$ cat src/ted_pkg.sv
// shared types, character codes and utf-8 helpers for the escaped-text decoder
`default_nettype none
package ted_pkg;

	localparam int Q_DEPTH  = 4;
	localparam int QPTR_W   = $clog2(Q_DEPTH);
	localparam int MAX_RES  = 4;

	localparam logic [7:0] CH_BSL   = 8'h5C;
	localparam logic [7:0] CH_PCT   = 8'h25;
	localparam logic [7:0] CH_NL    = 8'h0A;
	localparam logic [7:0] CH_SP    = 8'h20;
	localparam logic [7:0] CH_TILDE = 8'h7E;
	localparam logic [7:0] CH_PLUS  = 8'h2B;
	localparam logic [7:0] CH_SEMI  = 8'h3B;
	localparam logic [7:0] CH_UP_P  = 8'h50;
	localparam logic [7:0] CH_UP_U  = 8'h55;
	localparam logic [7:0] CH_UP_W  = 8'h57;
	localparam logic [7:0] CH_UP_T  = 8'h54;
	localparam logic [7:0] CH_UP_A  = 8'h41;
	localparam logic [7:0] CH_UP_C  = 8'h43;
	localparam logic [7:0] CH_UP_D  = 8'h44;
	localparam logic [7:0] CH_LO_C  = 8'h63;
	localparam logic [7:0] CH_LO_D  = 8'h64;
	localparam logic [7:0] CH_LO_P  = 8'h70;

	localparam logic [15:0] SYM_DIAMETER  = 16'h2300;
	localparam logic [15:0] SYM_DEGREE    = 16'h00B0;
	localparam logic [15:0] SYM_PLUSMINUS = 16'h00B1;

	typedef enum logic [2:0] {
		M_IDLE,
		M_BS,
		M_BSU,
		M_HEX,
		M_SKIP,
		M_PCT1,
		M_PCT2
	} mode_t;

	// up to three bytes from one encoding step
	typedef struct packed {
		logic [1:0]      len;
		logic [2:0][7:0] b;
	} frag_t;

	// bytes gathered for one input item
	typedef struct packed {
		logic [2:0]              len;
		logic [MAX_RES-1:0][7:0] b;
	} acc_t;

	// one queue entry: the results of one input item
	typedef struct packed {
		logic [MAX_RES-1:0][7:0] bytes;
		logic [2:0]              cnt;
		logic                    present;
		logic                    last;
	} group_t;

	typedef struct packed {
		logic full;
		logic empty;
	} q_stat_t;

	function automatic frag_t lit(input logic [7:0] c);
		frag_t f;
		f      = '0;
		f.len  = 2'd1;
		f.b[0] = c;
		return f;
	endfunction

	function automatic frag_t utf8_enc(input logic [15:0] v);
		frag_t f;
		f = '0;
		if (v == 16'd0) begin
			f.len = 2'd0;
		end else if (v < 16'h0080) begin
			f.len  = 2'd1;
			f.b[0] = v[7:0];
		end else if (v < 16'h0800) begin
			f.len  = 2'd2;
			f.b[0] = {3'b110, v[10:6]};
			f.b[1] = {2'b10, v[5:0]};
		end else begin
			f.len  = 2'd3;
			f.b[0] = {4'b1110, v[15:12]};
			f.b[1] = {2'b10, v[11:6]};
			f.b[2] = {2'b10, v[5:0]};
		end
		return f;
	endfunction

	function automatic frag_t copy_enc(input logic [7:0] c, input logic utf8_mode);
		frag_t f;
		f = '0;
		if (!utf8_mode && c[7]) begin
			f.len  = 2'd2;
			f.b[0] = {6'b110000, c[7:6]};
			f.b[1] = {2'b10, c[5:0]};
		end else begin
			f.len  = 2'd1;
			f.b[0] = c;
		end
		return f;
	endfunction

	function automatic acc_t append(input acc_t a, input frag_t f);
		acc_t r;
		r = a;
		for (int k = 0; k < 3; k++) begin
			if ((2'(k) < f.len) && (r.len < 3'(MAX_RES))) begin
				r.b[r.len[1:0]] = f.b[k];
				r.len           = r.len + 3'd1;
			end
		end
		return r;
	endfunction

	// {valid, value}
	function automatic logic [4:0] hex_digit(input logic [7:0] c);
		logic [4:0] r;
		r = '0;
		if (c >= 8'h30 && c <= 8'h39)      r = {1'b1, 4'(c - 8'h30)};
		else if (c >= 8'h61 && c <= 8'h66) r = {1'b1, 4'(c - 8'h57)};
		else if (c >= 8'h41 && c <= 8'h46) r = {1'b1, 4'(c - 8'h37)};
		return r;
	endfunction

endpackage
`default_nettype wire

$ cat src/text_escape_decode_utf8.sv
// top level of the escaped-text to utf-8 decoder
// an accepted byte's group goes into the queue, then its bytes into the output register
// output: one result byte per cycle while m_tready holds; an input byte yields 1 to 4
//   result bytes, or none, and is taken whenever the group queue is not full
// the serializer sets the rate: one byte of a queued group per cycle while not stalled
// reset: arst_n clears scan state, queue pointers, output valid and the mode register
`default_nettype none
module text_escape_decode_utf8 (
	input  wire        clk,
	input  wire        arst_n,
	// configuration write channel
	input  wire        cfg_valid,
	output logic       cfg_ready,
	input  wire        cfg_data,   // [0] source_is_utf8
	// input text bytes
	input  wire        s_tvalid,
	output logic       s_tready,
	input  wire  [7:0] s_tdata,    // [7:0] in_byte
	input  wire        s_tlast,    // end_of_input
	// output utf-8 bytes
	output logic       m_tvalid,
	input  wire        m_tready,
	output logic [7:0] m_tdata,    // [7:0] out_byte
	output logic       m_tuser,    // [0] byte_present
	output logic       m_tlast     // end_of_output
);
	import ted_pkg::*;

	logic    utf8_mode_q;
	logic    q_push, q_pop;
	group_t  push_grp, head;
	q_stat_t q_stat;

	// configuration is always taken; a write applies from the next transaction on
	assign cfg_ready = 1'b1;

	always_ff @(posedge clk or negedge arst_n) begin
		if (!arst_n) begin
			utf8_mode_q <= 1'b0;
		end else if (cfg_valid && cfg_ready) begin
			utf8_mode_q <= cfg_data;
		end
	end

	// scanner: decodes escapes, builds at most one result group per input transaction
	ted_front u_front (
		.clk       (clk),
		.arst_n    (arst_n),
		.utf8_mode (utf8_mode_q),
		.s_tvalid  (s_tvalid),
		.s_tready  (s_tready),
		.s_tdata   (s_tdata),
		.s_tlast   (s_tlast),
		.q_stat    (q_stat),
		.push      (q_push),
		.push_grp  (push_grp)
	);

	// group queue lets the scanner run ahead while the output side stalls
	ted_queue u_queue (
		.clk      (clk),
		.arst_n   (arst_n),
		.push     (q_push),
		.push_grp (push_grp),
		.pop      (q_pop),
		.head     (head),
		.q_stat   (q_stat)
	);

	// serializer: one byte per output transaction
	ted_back u_back (
		.clk      (clk),
		.arst_n   (arst_n),
		.head     (head),
		.q_stat   (q_stat),
		.pop      (q_pop),
		.m_tvalid (m_tvalid),
		.m_tready (m_tready),
		.m_tdata  (m_tdata),
		.m_tuser  (m_tuser),
		.m_tlast  (m_tlast)
	);

`ifndef SYNTHESIS
	a_pop_nonempty: assert property (@(posedge clk) disable iff (!arst_n)
		q_pop |-> !q_stat.empty)
		else $error("queue popped while empty");

	a_push_count: assert property (@(posedge clk) disable iff (!arst_n)
		q_push |-> (push_grp.cnt != 3'd0 && push_grp.cnt <= 3'(MAX_RES)))
		else $error("result group with bad byte count");

	a_bare_is_last: assert property (@(posedge clk) disable iff (!arst_n)
		(m_tvalid && !m_tuser) |-> (m_tlast && m_tdata == 8'd0))
		else $error("bare marker not a clean end of text");

	a_no_push_full: assert property (@(posedge clk) disable iff (!arst_n)
		(q_push && q_stat.full) |-> q_pop)
		else $error("push into a full queue");
`endif

endmodule
`default_nettype wire

$ cat src/ted_front.sv
// front end: escape scanner, turns each input byte into a group of utf-8 bytes or none
`default_nettype none
module ted_front (
	input  wire                  clk,
	input  wire                  arst_n,
	input  wire                  utf8_mode,
	input  wire                  s_tvalid,
	output logic                 s_tready,
	input  wire  [7:0]           s_tdata,
	input  wire                  s_tlast,
	input  ted_pkg::q_stat_t     q_stat,
	output logic                 push,
	output ted_pkg::group_t      push_grp
);
	import ted_pkg::*;

	mode_t       mode_q, mode_d;
	logic [15:0] hex_val_q, hex_val_d;
	logic [2:0]  hex_cnt_q, hex_cnt_d;
	logic        hex_stop_q, hex_stop_d;
	logic        accept;

	assign s_tready = !q_stat.full;
	assign accept   = s_tvalid && s_tready;

	always_comb begin
		acc_t       acc;
		logic       do_idle;
		logic       stray;
		logic [4:0] dig;
		logic [7:0] c;
		acc        = '0;
		do_idle    = 1'b0;
		stray      = 1'b0;
		c          = s_tdata;
		dig        = hex_digit(c);
		mode_d     = mode_q;
		hex_val_d  = hex_val_q;
		hex_cnt_d  = hex_cnt_q;
		hex_stop_d = hex_stop_q;

		case (mode_q)
			M_BS: begin
				mode_d = M_IDLE;
				if (c == CH_UP_P)                                    acc = append(acc, lit(CH_NL));
				else if (c == CH_TILDE)                              acc = append(acc, lit(CH_SP));
				else if (c == CH_BSL)                                acc = append(acc, lit(CH_BSL));
				else if (c == CH_UP_U)                               mode_d = M_BSU;
				else if (c == CH_UP_W || c == CH_UP_T || c == CH_UP_A) mode_d = M_SKIP;
				else begin
					acc     = append(acc, lit(CH_BSL));
					do_idle = 1'b1;
				end
			end
			M_BSU: begin
				mode_d = M_IDLE;
				if (c == CH_PLUS) begin
					mode_d     = M_HEX;
					hex_val_d  = '0;
					hex_cnt_d  = '0;
					hex_stop_d = 1'b0;
				end else begin
					acc     = append(acc, lit(CH_BSL));
					acc     = append(acc, lit(CH_UP_U));
					do_idle = 1'b1;
				end
			end
			M_HEX: begin
				if (!utf8_mode && c[7]) begin
					// a widened byte fills two character slots
					hex_stop_d = 1'b1;
					if (hex_cnt_q <= 3'd2) begin
						hex_cnt_d = hex_cnt_q + 3'd2;
					end else begin
						hex_cnt_d = 3'd4;
						stray     = 1'b1;
					end
				end else begin
					if (!hex_stop_q && dig[4]) hex_val_d = {hex_val_q[11:0], dig[3:0]};
					else                       hex_stop_d = 1'b1;
					hex_cnt_d = hex_cnt_q + 3'd1;
				end
				if (hex_cnt_d >= 3'd4) begin
					acc        = append(acc, utf8_enc(hex_val_d));
					mode_d     = M_IDLE;
					hex_val_d  = '0;
					hex_cnt_d  = '0;
					hex_stop_d = 1'b0;
					if (stray) acc = append(acc, lit({2'b10, c[5:0]}));
				end
			end
			M_SKIP: begin
				if (c == CH_SEMI) mode_d = M_IDLE;
			end
			M_PCT1: begin
				if (c == CH_PCT) begin
					mode_d = M_PCT2;
				end else begin
					acc     = append(acc, lit(CH_PCT));
					mode_d  = M_IDLE;
					do_idle = 1'b1;
				end
			end
			M_PCT2: begin
				if (c == CH_LO_C || c == CH_UP_C) begin
					acc    = append(acc, utf8_enc(SYM_DIAMETER));
					mode_d = M_IDLE;
				end else if (c == CH_LO_D || c == CH_UP_D) begin
					acc    = append(acc, utf8_enc(SYM_DEGREE));
					mode_d = M_IDLE;
				end else if (c == CH_LO_P || c == CH_UP_P) begin
					acc    = append(acc, utf8_enc(SYM_PLUSMINUS));
					mode_d = M_IDLE;
				end else if (c == CH_PCT) begin
					acc = append(acc, lit(CH_PCT));
				end else begin
					acc     = append(acc, lit(CH_PCT));
					acc     = append(acc, lit(CH_PCT));
					mode_d  = M_IDLE;
					do_idle = 1'b1;
				end
			end
			default: begin
				do_idle = 1'b1;
			end
		endcase

		if (do_idle) begin
			if (c == CH_BSL)      mode_d = M_BS;
			else if (c == CH_PCT) mode_d = M_PCT1;
			else begin
				mode_d = M_IDLE;
				acc    = append(acc, copy_enc(c, utf8_mode));
			end
		end

		// end of text: flush whatever escape is still open
		if (s_tlast) begin
			case (mode_d)
				M_BS:   acc = append(acc, lit(CH_BSL));
				M_BSU: begin
					acc = append(acc, lit(CH_BSL));
					acc = append(acc, lit(CH_UP_U));
				end
				M_HEX:  acc = append(acc, utf8_enc(hex_val_d));
				M_PCT1: acc = append(acc, lit(CH_PCT));
				M_PCT2: begin
					acc = append(acc, lit(CH_PCT));
					acc = append(acc, lit(CH_PCT));
				end
				default: ;
			endcase
			mode_d     = M_IDLE;
			hex_val_d  = '0;
			hex_cnt_d  = '0;
			hex_stop_d = 1'b0;
		end

		push_grp.bytes = acc.b;
		push_grp.last  = s_tlast;
		if (acc.len == 3'd0) begin
			// bare end marker
			push_grp.cnt     = 3'd1;
			push_grp.present = 1'b0;
			push_grp.bytes   = '0;
		end else begin
			push_grp.cnt     = acc.len;
			push_grp.present = 1'b1;
		end
		push = accept && ((acc.len != 3'd0) || s_tlast);
	end

	always_ff @(posedge clk or negedge arst_n) begin
		if (!arst_n) begin
			mode_q     <= M_IDLE;
			hex_val_q  <= '0;
			hex_cnt_q  <= '0;
			hex_stop_q <= 1'b0;
		end else if (accept) begin
			mode_q     <= mode_d;
			hex_val_q  <= hex_val_d;
			hex_cnt_q  <= hex_cnt_d;
			hex_stop_q <= hex_stop_d;
		end
	end

endmodule
`default_nettype wire

$ cat src/ted_queue.sv
// short queue of result groups between the scanner and the serializer
`default_nettype none
module ted_queue (
	input  wire                  clk,
	input  wire                  arst_n,
	input  wire                  push,
	input  ted_pkg::group_t      push_grp,
	input  wire                  pop,
	output ted_pkg::group_t      head,
	output ted_pkg::q_stat_t     q_stat
);
	import ted_pkg::*;

	group_t            mem_q [Q_DEPTH];
	logic [QPTR_W-1:0] wptr_q, rptr_q;
	logic [QPTR_W:0]   count_q;

	assign head         = mem_q[rptr_q];
	assign q_stat.full  = (count_q == (QPTR_W+1)'(Q_DEPTH));
	assign q_stat.empty = (count_q == '0);

	always_ff @(posedge clk) begin
		if (push) mem_q[wptr_q] <= push_grp;
	end

	always_ff @(posedge clk or negedge arst_n) begin
		if (!arst_n) begin
			wptr_q  <= '0;
			rptr_q  <= '0;
			count_q <= '0;
		end else begin
			if (push) wptr_q <= wptr_q + QPTR_W'(1);
			if (pop)  rptr_q <= rptr_q + QPTR_W'(1);
			case ({push, pop})
				2'b10:   count_q <= count_q + (QPTR_W+1)'(1);
				2'b01:   count_q <= count_q - (QPTR_W+1)'(1);
				default: count_q <= count_q;
			endcase
		end
	end

endmodule
`default_nettype wire

$ cat src/ted_back.sv
// back end: sends each group's bytes, one per unstalled cycle, through an output register
`default_nettype none
module ted_back (
	input  wire                  clk,
	input  wire                  arst_n,
	input  ted_pkg::group_t      head,
	input  ted_pkg::q_stat_t     q_stat,
	output logic                 pop,
	output logic                 m_tvalid,
	input  wire                  m_tready,
	output logic [7:0]           m_tdata,
	output logic                 m_tuser,
	output logic                 m_tlast
);
	import ted_pkg::*;

	logic [1:0] idx_q;
	logic       tvalid_q;
	logic [7:0] data_q;
	logic       user_q, last_q;
	logic       load, grp_end;

	assign load    = !tvalid_q || m_tready;
	assign grp_end = ({1'b0, idx_q} == (head.cnt - 3'd1));
	assign pop     = load && !q_stat.empty && grp_end;

	assign m_tvalid = tvalid_q;
	assign m_tdata  = data_q;
	assign m_tuser  = user_q;
	assign m_tlast  = last_q;

	always_ff @(posedge clk) begin
		if (load && !q_stat.empty) begin
			data_q <= head.bytes[idx_q];
			user_q <= head.present;
			last_q <= head.last && grp_end;
		end
	end

	always_ff @(posedge clk or negedge arst_n) begin
		if (!arst_n) begin
			tvalid_q <= 1'b0;
			idx_q    <= '0;
		end else if (load) begin
			tvalid_q <= !q_stat.empty;
			if (!q_stat.empty) idx_q <= grp_end ? 2'd0 : idx_q + 2'd1;
		end
	end

endmodule
`default_nettype wire
$ cat config.mk
export PLATFORM = sky130hd
export DESIGN_NAME = text_escape_decode_utf8
export DESIGN_NICKNAME = d
export VERILOG_FILES = /design/src/ted_pkg.sv /design/src/text_escape_decode_utf8.sv /design/src/ted_front.sv /design/src/ted_queue.sv /design/src/ted_back.sv
export SDC_FILE = /design/constraint.sdc
export NUM_CORES = 1
export LEC_CHECK = 0
export ABC_AREA = 0
export BUFFER_PORTS_ARGS = -buffer_cell sky130_fd_sc_hd__clkbuf_2
export CAP_MARGIN = 0
export CORE_MARGIN = 2
export CORE_UTILIZATION = 38
export CTS_CLUSTER_DIAMETER = 80
export DETAILED_ROUTE_END_ITERATION = 10
export GPL_TIMING_DRIVEN = 0
export PLACE_DENSITY_LB_ADDON = 0.05
export SLEW_MARGIN = 15
export SYNTH_ARGS = -nofsm -noshare
export SYNTH_HDL_FRONTEND = slang
export SYNTH_SLANG_ARGS = --single-unit
$ cat constraint.sdc
create_clock -name clk -period 19.3 [get_ports clk]
set_input_delay 1.93 -clock clk [delete_from_list [all_inputs] [get_ports clk]]
set_output_delay 1.93 -clock clk [all_outputs]
set_load 0.01 [all_outputs]
; ---- Word-level counts from Yosys, hierarchy flattened
; Memory sizes are Yosys's and may differ from the RTL's.
; Cells that the tools add are included.
[op_classes]
add_sub_neg = 28
n_mul = 0
div = 0
order_cmp = 73
n_eq_ne = 32
shift = 0
mux = 237
bitwise = 33
n_reduce_logical = 58
[op_table]
columns = cell, n
row1 = 2-to-1 mux 35 bit, 55
row2 = 2-to-1 mux 8 bit, 49
row3 = one-hot mux 35 bit (5 select lines), 2
row4 = demux 8 bit (select 2 bit), 17
row5 = bitwise mux 32 bit, 8
row6 = 2-to-1 mux 24 bit, 6
row7 = 2-to-1 mux 16 bit, 8
row8 = 2-to-1 mux 3 bit, 40
row9 = NOT 20 bit, 5
row10 = equality test 8 x 7 -> 1 bit (second input constant), 12
row11 = NOT 16 bit, 4
row12 = AND 5 x 20 -> 20 bit, 3
row13 = adder 3 x 1 -> 3 bit (second input constant), 19
row14 = less-than comparator 2 x 3 -> 1 bit (second input constant), 18
row15 = less-than comparator 3 bit (second input constant), 17
row16 = AND 20 bit, 2
row17 = OR 3 x 12 -> 12 bit, 3
row18 = logical AND 1 bit, 35
row19 = >= comparator 2 x 1 -> 1 bit (second input constant), 17
row20 = 2-to-1 mux 33 bit, 1
row21 = AND 16 bit, 2
row22 = AND 32 bit, 1
row23 = AND 4 x 16 -> 16 bit, 2
row24 = logical NOT 16 bit, 2
row25 = other kinds (53), 133
[word_totals]
regBits = 44
latch_bits = 0
ram_bits = 148
mem_bits_ro = 0
input_bits = 15
out_inout_bits = 13
elab_cells = 475
memories = 1
[mem_list]
columns = memory, words, word_bits, read_ports, rd_clocked_by_memory_dff, wr, line
row1 = u_queue.mem_q, 4, 37, 1, 0, 1, ted_queue.sv:14  ; group_t mem_q [Q_DEPTH];

; ---- Depth between registers and ports, before layout
; Gate-level depths: netlist (run 1).
[depth]
ltp_word = 101
depth_mapped = 42

; ---- Hierarchy
; Synthesis (run 1) repeated with hierarchy kept, for this count alone.
[hier_totals]
hier_cells = 1288
hier_area_um2 = 13218.9
[by_module_without_submodules]
columns = module, n_inst, cells_each, area_each_um2, seq_area_each_um2
row1 = ted_front, 1, 1011, 6725.2, 575.6
row2 = ted_queue, 1, 230, 5728.0, 4619.4
row3 = ted_back, 1, 43, 714.4, 375.4
row4 = text_escape_decode_utf8, 1, 4, 51.3, 25.0

; ---- Worst setup path after synthesis (run 1)
; OpenSTA, ideal clock, no wires.
[synth_path]
kind = input to register
from = in s_tdata[0]
to = mem u_queue.mem_q[0][0] (netlist bit), enable pin
setup_time_ps = 398
t_arrival_ps = 10325
slack_ps = 8577
path_stages = 36
n_path_buf = 2
cell_sequence = clkbuf_1 > inv_1 > ha_1 > o21bai_1 > a21oi_1 > o311ai_0 > or3b_2 > nor2b_1 > o21ai_0 > ha_1 > clkbuf_1 > xnor2_1 > nand2_1 > a311o_1 > nand3_1 > ha_1 > a21o_1 > ha_1 > nand2_1 > a21boi_0 > mux2i_1 > inv_1 > ha_1 > and2_1 > o21ai_0 > o21ai_0 > ha_1 > o21a_1 > ha_1 > nand2b_1 > o21bai_1 > a221oi_2 > a221oi_2 > a311oi_2 > a21oi_2 > and2_1
[synth_via]
elab_chain_cells = 72
word_cells_on_any_way = 184
cone_classes = add/sub: 14 / order compare: 27 / eq/ne: 20 / mux: 101 / reduce/logical: 22
[synth_rtl]
columns = element, line
row1 = start: declaration, text_escape_decode_utf8.sv:18  ; input wire [7:0] s_tdata,
row2 = >= comparator 8 x 7 -> 1 bit or <= comparator 8 x 7 -> 1 bit (tied branches), ted_pkg.sv:127  ; else if (c >= 8'h41 && c <= 8'h46) r = {1'b1, 4'(c - 8'h37)};
row3 = logical AND 1 bit, ted_pkg.sv:127
row4 = 2-to-1 mux 5 bit, ted_pkg.sv:127
row5 = 2-to-1 mux 5 bit, ted_pkg.sv:126  ; else if (c >= 8'h61 && c <= 8'h66) r = {1'b1, 4'(c - 8'h57)};
row6 = 2-to-1 mux 5 bit, ted_pkg.sv:125  ; if (c >= 8'h30 && c <= 8'h39) r = {1'b1, 4'(c - 8'h30)};
row7 = logical AND 1 bit, ted_front.sv:79  ; if (!hex_stop_q && dig[4]) hex_val_d = {hex_val_q[11:0], dig[3:0]};
row8 = 2-to-1 mux 16 bit, ted_front.sv:79
row9 = 2-to-1 mux 16 bit, ted_front.sv:69  ; if (!utf8_mode && c[7]) begin
row10 = [56 not listed], -
row11 = 2-to-1 mux 35 bit, ted_pkg.sv:113  ; if ((2'(k) < f.len) && (r.len < 3'(MAX_RES))) begin
row12 = one-hot mux 35 bit (5 select lines), ted_front.sv:139  ; case (mode_d)
row13 = 2-to-1 mux 35 bit (*), ted_front.sv:138  ; if (s_tlast) begin
row14 = nonzero test 3 bit (*), ted_front.sv:170  ; push = accept && ((acc.len != 3'd0) || s_tlast);
row15 = logical OR 1 bit (*), ted_front.sv:170
row16 = logical AND 1 bit (*), ted_front.sv:170
row17 = 2-to-1 mux 1 bit (*), ted_queue.sv:23  ; if (push) mem_q[wptr_q] <= push_grp;
row18 = 2-to-1 mux 1 bit (not written as such) (*), ted_queue.sv:23
row19 = end: declaration, ted_queue.sv:14
; Every way passes the cells marked *; elsewhere a longest branch is shown, timed or not. The select of a mux whose other input is x is not followed.

==> qor.csv, run 1 <==
stage;metric;value;unit
outcome;status;finished clean;
die;initial_core_util;0.384;
die;coreArea;34400;um^2
clocking;clk_pin_slew;80;ps
final_layout;stdcell_area;14600;um^2
detailed_routing;avgViaCountPerCell;6.32;
run;maxCapViolations;0;
die;die-height;190;um
setup_path;critPathLaunchType;input pin;
final_layout;diodes;0;
logic_synthesis;yosysTopAreaCellShare;0.360;
clocking;cts_tree;done;
detailed_routing;vias;11300;
setup_path;criticalPathCategory;in -> reg;
setup_path;cp-end-kind;flip-flop;
final_layout;postLayoutCoreUtil;0.424;
logic_synthesis;synthTopCellsByCount;158 x edfxtp_1, 110 x nand2_1, 92 x nor2_1, 89 x a21oi_1, 84 x o21ai_0;
setup_path;critPathRequiredTime;19410;ps
setup_path;critPathBufInv;6;
detailed_routing;dr.first_iter.drc_count;1382;
logic_synthesis;async_flop_share;0.177;
clocking;insertion_delay;470;ps
logic_synthesis;yosys.area.top_type;edfxtp_1;
final_layout;fin_cells;1782;
timing;max_freq;76.2;MHz
place;io_buffers;25;
timing;rsz0062_at_grt;no;
die;die-area;36200;um^2
clocking;h-tree-depth;4;
timing;finalHoldViolCount;0;
logic_synthesis;syn_inst;1266;
logic_synthesis;synth.area.top_cells;edfxtp_1 36%, mux4_2 7.7%, dfrtp_1 6.5%;
final_layout;ff_latch_area;5600;um^2
setup_path;cp_common_cell;ha_1;
power;ir_drop;0.0859;mV
clocking;ctsHoldBuffers;0;
final_layout;nFillCells;3352;
detailed_routing;drt-pass1-iter-count;5;
final_layout;final_nets;1368;
die;ioPinCount;28;
logic_synthesis;yosys.cell_types.count;110;
clocking;cts_resized;0;
logic_synthesis;syn_area;13200;um^2
setup_path;cp_top_family;compound AO/OA/AOI/OAI gates;
clocking;clk_path_buf_depth;2;
global_routing;grt_max_degree;35;
timing;slew_viol_final;0;
global_routing;first_global_vias;11100;
timing;setup_violations;0;
final_layout;drive_gt1_frac;0.142;
timing;relSlewSlack;0.203;
timing;tightest_slew;1200;ps
timing;period_minus_slack;13120;ps
clocking;cts_made_buffers;17;
die;rows;68;
die;chipWidth;190;um
logic_synthesis;synth-main-ff-cell;edfxtp_1;
logic_synthesis;synth_nets;1320;
power;powerDensity;148;nW/um^2
global_routing;grt_pass1_wl;71900;um
logic_synthesis;yosys_warnings;0;
clocking;cts_root_buf;clkbuf_16;
logic_synthesis;synth_enable_flop_cells;158;
global_routing;antenna_found_initial;0;
timing;clock_skew;18.2;ps
global_routing;globalRouteOverflowTotal;0;
setup_path;cp.arrival;13230;ps
min_path;hp-class;reg -> reg;
place;placed_area;14000;um^2
place;place.gp.congestion;1.02;
final_layout;area_growth;10.6;%
logic_synthesis;syn_avg_cell_area;10.4;um^2
timing;fin_crit_sh;0.680;
detailed_routing;routedWlPerCell;26.9;um
power;leakagePower;5.07;nW
place;dp_hpwl;36800;um
timing;fin_setup_tns;0;ps
clocking;cts_sinks;192;
detailed_routing;ant_nets;0;
logic_synthesis;ys_ff_latch;192;
clocking;cts_setup_buffers;0;
setup_path;crit_path_max_incr_delay;920;ps
final_layout;multi_input_area;7100;um^2
detailed_routing;wl;48000;um
logic_synthesis;synth.most_common_cell;edfxtp_1;
global_routing;grt_usage;0.270;
detailed_routing;drc;0;
logic_synthesis;seq_area_frac_synth;0.424;
setup_path;crit_fanout;10;
place;dp.cells;1750;
setup_path;critPathSlowestCell;nor3_1;
[path summary, 6_finish.rpt]
| kind | slack, ps | start | cells after the start | to |
|---|---|---|---|---|
| worst max-delay path | 6180 | s_tdata[0] | 38 | u_queue.mem_q[1][5] |
| worst min-delay path | 500 | u_queue.count_q[2] | 1 | u_queue.count_q[2] |
| worst max register to register | 8620 | u_front.hex_val_q[11] | 35 | u_queue.mem_q[1][5] |
| worst min register to register | 500 | u_queue.count_q[2] | 1 | u_queue.count_q[2] |
| max in group asynchronous | 17070 | arst_n | 1 | u_queue.rptr_q[1] |
| min in group asynchronous | 1620 | arst_n | 1 | u_front.hex_stop_q |
[logic make-up after synthesis]
group | after synthesis | share of synthesized area
AOI/OAI and AO/OA | 413 | 0.226
and+or+nand+nor | 405 | 0.161
other | 1 | 0.000284
adders and majority gates | 39 | 0.0376
muxes | 75 | 0.101
DFF | 192 | 0.424
buffers and inverters | 122 | 0.0381
xor gates and xnor gates | 19 | 0.0126
[placed cells by master, fill, tap and decap left out, drive strengths merged, types with 11 or more instances in the layout]
cell	count
a211oi	22
a21o	11
a21oi	91
a221oi	16
a22o	27
a31oi	16
and2	24
buf	27
clkbuf	107
dfrtp	34
edfxtp	158
ha	38
inv	39
mux2i	20
mux4	45
nand2	110
nand3	38
nor2	93
nor3	42
o21ai	91
o221ai	11
o31ai	13
xnor2	16
[per-layer routing]
layer | up-vias | part of all wire | global-route usage
li1 | 5048 | - | -
met1 | 5636 | 0.44 | 0.364
met2 | 451 | 0.46 | 0.427
met3 | 124 | 0.055 | 0.0366
met4 | 0 | 0.048 | 0.137
met5 | - | 0 | 0
[sequential cells by signal, indices dropped and copies added (netlist names)]
name	flops
u_back.m_tvalid	1
u_queue.count_q	3
u_back.m_tuser	1
u_front.hex_stop_q	1
u_front.hex_val_q	16
u_front.hex_cnt_q	3
u_queue.mem_q	148
utf8_mode_q	1
u_queue.rptr_q	2
u_back.m_tdata	8
u_front.mode_q	3
u_queue.wptr_q	2
u_back.idx_q	2
u_back.m_tlast	1
[area by class of cell]
| cell class | count | area share |
|---|---|---|
| Multi-Input combinational cell | 952 | 0.487 |
| Clock inverter | 15 | 0.0123 |
| Buffer | 88 | 0.0257 |
| Inverter | 34 | 0.00875 |
| Sequential cell | 192 | 0.384 |
| Clock buffer | 17 | 0.0292 |
| Tap cell | 455 | 0.0390 |
| Timing Repair Buffer | 29 | 0.0146 |
[power breakdown]
group          switching [W]  internal [W]  leakage (nW)
clock network       0.000182      0.000176         0.292
logic               0.000746      0.000402          2.85
registers          0.0000291      0.000619          1.93
total               0.000958       0.00120          5.07
[through the flow]
stage                     power [W]  setup WS, ps  hold WS [ps]
after floorplan             0.00141          8580           464
after global placement      0.00178          5170           478
after detailed placement    0.00179          5930           488
after CTS                   0.00215          6360           502
after global routing        0.00227          5780           531
final                       0.00216          6180           497
(Power assumes the default switching activity.)
==> inputs of run 2 (changes only) <==
- clock period: 19.3 -> 11.1 ns (I/O delays scaled with it)
==> run 2 against run 1 <==
Net effect: critical path depth increased by 3; worst setup slack got worse by 5700 ps; sequential share of layout area decreased by 0.28 points; worst hold slack about the same.
==> qor.csv, run 2 (same netlist as run 1, synthesis figures left out) <==
stage;metric;value;unit;change
outcome;status;finished clean;;
timing;period_minus_slack;10640;ps;
clocking;cts_tree;done;;
final_layout;diodes;0;;unchanged
clocking;h-tree-depth;4;;unchanged
final_layout;final_nets;1370;;+0.15%
clocking;clk_pin_slew;70;ps;about the same
setup_path;critPathSlowestCell;or3b_2;;
final_layout;regMostFlops;u_queue.mem_q;;
clocking;ctsHoldBuffers;0;;unchanged
setup_path;crit_end;u_queue.count_q[2];;
die;die-height;190;um;unchanged
final_layout;nFillCells;3346;;-0.18%
setup_path;crit_fanout;10;;unchanged
power;p_clk_frac;0.165;;about the same
setup_path;critPathRequiredTime;11440;ps;-7970 ps
global_routing;globalRouteMet3Util;0.0370;;+0.000368
timing;max_freq;94.0;MHz;
setup_path;cp_common_cell;ha_1;;
clocking;insertion_delay;460;ps;about the same
power;powerDensity;257;nW/um^2;+74%
final_layout;final_common_cell;edfxtp_1;;
power;ir_drop;0.148;mV;+72%
die;ioPinCount;28;;unchanged
timing;setup_violations;0;;unchanged
final_layout;fin_cells;1784;;+0.11%
power;leakagePower;5.10;nW;+0.59%
timing;tightest_slew;1270;ps;+73.9 ps
detailed_routing;drc;0;;unchanged
clocking;cts_sinks;192;;unchanged
detailed_routing;ant_nets;0;;unchanged
global_routing;met1_usage;0.363;;-0.000710
min_path;hp-start;u_queue.count_q[2];;
die;coreArea;34400;um^2;unchanged
timing;rsz0062_at_grt;no;;
detailed_routing;drt-pass1-iter-count;6;;+1
setup_path;worstReg2RegStart;u_front.hex_val_q[11];;
min_path;whs_path_depth;1;;unchanged
power;p_int;0.00210;W;+75%
detailed_routing;dr.first_iter.drc_count;1388;;+0.43%
die;rows;68;;unchanged
setup_path;crit_path_max_incr_delay;510;ps;-410 ps
global_routing;globalRouteOverflowTotal;0;;unchanged
global_routing;antenna_found_initial;0;;unchanged
detailed_routing;vias;11300;;+0.52%
global_routing;grt_max_degree;35;;unchanged
final_layout;drive_gt1_frac;0.154;;+0.0118
setup_path;r2r-end;u_queue.count_q[2];;
timing;hold_ws;497;ps;+0.121 ps
setup_path;reg2reg_slack;1350;ps;-7270 ps
timing;fin_setup_tns;0;ps;unchanged
timing;fin_crit_sh;0.958;;
final_layout;ff_latch_area;5600;um^2;unchanged
die;initial_core_util;0.384;;unchanged
place;io_buffers;25;;unchanged
setup_path;cp-end-kind;flip-flop;;
clocking;clk_path_buf_depth;2;;unchanged
global_routing;top_usage_layer;met2;;
global_routing;use_met2;0.427;;about the same
setup_path;critPathLaunchType;input pin;;
power;seq_power_share;0.299;;-0.002
clocking;cts_made_buffers;17;;unchanged
detailed_routing;routedWlPerCell;26.9;um;about the same
die;die-area;36200;um^2;unchanged
global_routing;grt_pass1_wl;71900;um;unchanged
final_layout;area_growth;11.4;%;
run;maxCapViolations;0;;unchanged
place;dp.cells;1750;;unchanged
final_layout;largest_reg_flops;148;;unchanged
die;chipWidth;190;um;unchanged
power;p_comb_frac;0.536;;+0.003
detailed_routing;wl;48100;um;+0.19%
setup_path;crit_start;s_tdata[0];;
timing;clock_skew;16.9;ps;-1.26 ps
detailed_routing;avgViaCountPerCell;6.34;;+0.41%
min_path;hp-class;reg -> reg;;
clocking;cts_root_buf;clkbuf_16;;
final_layout;layout_common_cells;158 x edfxtp_1, 110 x nand2_1, 92 x nor2_1;;
setup_path;rr_worst_depth;38;;+8.6%
power;power.net_switching;0.00168;W;+75%
setup_path;criticalPathCategory;in -> reg;;
place;place.gp.congestion;1.02;;unchanged
global_routing;grt_usage;0.270;;about the same
global_routing;first_global_vias;11100;;-0.045%
final_layout;multi_input_area;7180;um^2;+1.1%
place;dp_hpwl;36800;um;unchanged
timing;finalHoldViolCount;0;;unchanged
power;swShare;0.444;;about the same
timing;slew_viol_final;0;;unchanged
setup_path;cp.arrival;10970;ps;-2260 ps
timing;relSlewSlack;0.145;;-0.0582
==> run 2: changes by cell type in the layout (fill, tap and decap cells not counted), moves of 2 or more <==
cell and change:
a21oi_1 -2, clkbuf_1 -4, clkbuf_2 +2, buf_4 +4, a21oi_2 +2
==> run 2: how the worst min path moves through the flow <==
| stage | endpoint | slack [ps] |
|---|---|---|
| 2_1_floorplan | u_queue.count_q[2] | 460 |
| 3_3_place_gp | u_back.m_tvalid | 480 |
| 3_5_place_dp | u_queue.count_q[2] | 490 |
| 4_1_cts | u_queue.count_q[2] | 500 |
| 5_1_grt | u_queue.count_q[2] | 530 |
| 6_report | u_queue.count_q[2] | 500 |
==> run 2: layer usage <==
layer | part of all wire | vias up
met3 | 0.059 | 118
met1 | 0.43 | 5633
li1 | - | 5051
met2 | 0.46 | 516
met4 | 0.049 | 0
met5 | 0 | -
==> run 2: area by class of cell <==
class                      count  share of cell area
multi-input combinational    952               0.489
sequential                   192               0.381
tap                          455              0.0387
clock buffer                  17              0.0289
buffer                        86              0.0252
timing repair buffer          33              0.0165
clock inverter                15              0.0123
inverter                      34             0.00894
==> run 2: power groups by stage <==
stage	clock, W	sequential (W)	combinational [W]
after detailed placement	0	0.00115	0.00197
after global placement	0	0.00115	0.00195
after global routing	0.000665	0.00114	0.00217
after floorplan	0	0.00114	0.00132
final	0.000622	0.00113	0.00202
after CTS	0.000639	0.00113	0.00199
==> run 2: timing repair <==
| action | CTS | global route |
|---|---|---|
| setup buffers | 0 | 4 |
| pin swaps | 0 | 2 |
| setup endpoints to repair | 276 | 270 |
| resized for setup | 9 | 10 |
==> run 2: critical path, delay by kind of cell <==
family | cells | cell delay [ps]
buf+inv | 5 | 980
mux | 1 | 270
compound gates | 15 | 3500
simple gates | 8 | 1470
fa+ha+maj | 9 | 3100
xor+xnor | 3 | 540
==> run 2: stage by stage <==
| step | utilization | area (um^2) | total power (W) | worst slack, ps |
|---|---|---|---|---|
| floorplan | - | 13200 | 0.00246 | 1200 |
| global placement | 0.404 | 13900 | 0.00310 | -2210 |
| detailed placement | 0.407 | 14000 | 0.00311 | -1450 |
| CTS | 0.425 | 14600 | 0.00375 | 88.8 |
| global route | 0.428 | 14700 | 0.00398 | 61.2 |
| finish | 0.428 | 14700 | 0.00377 | 464 |
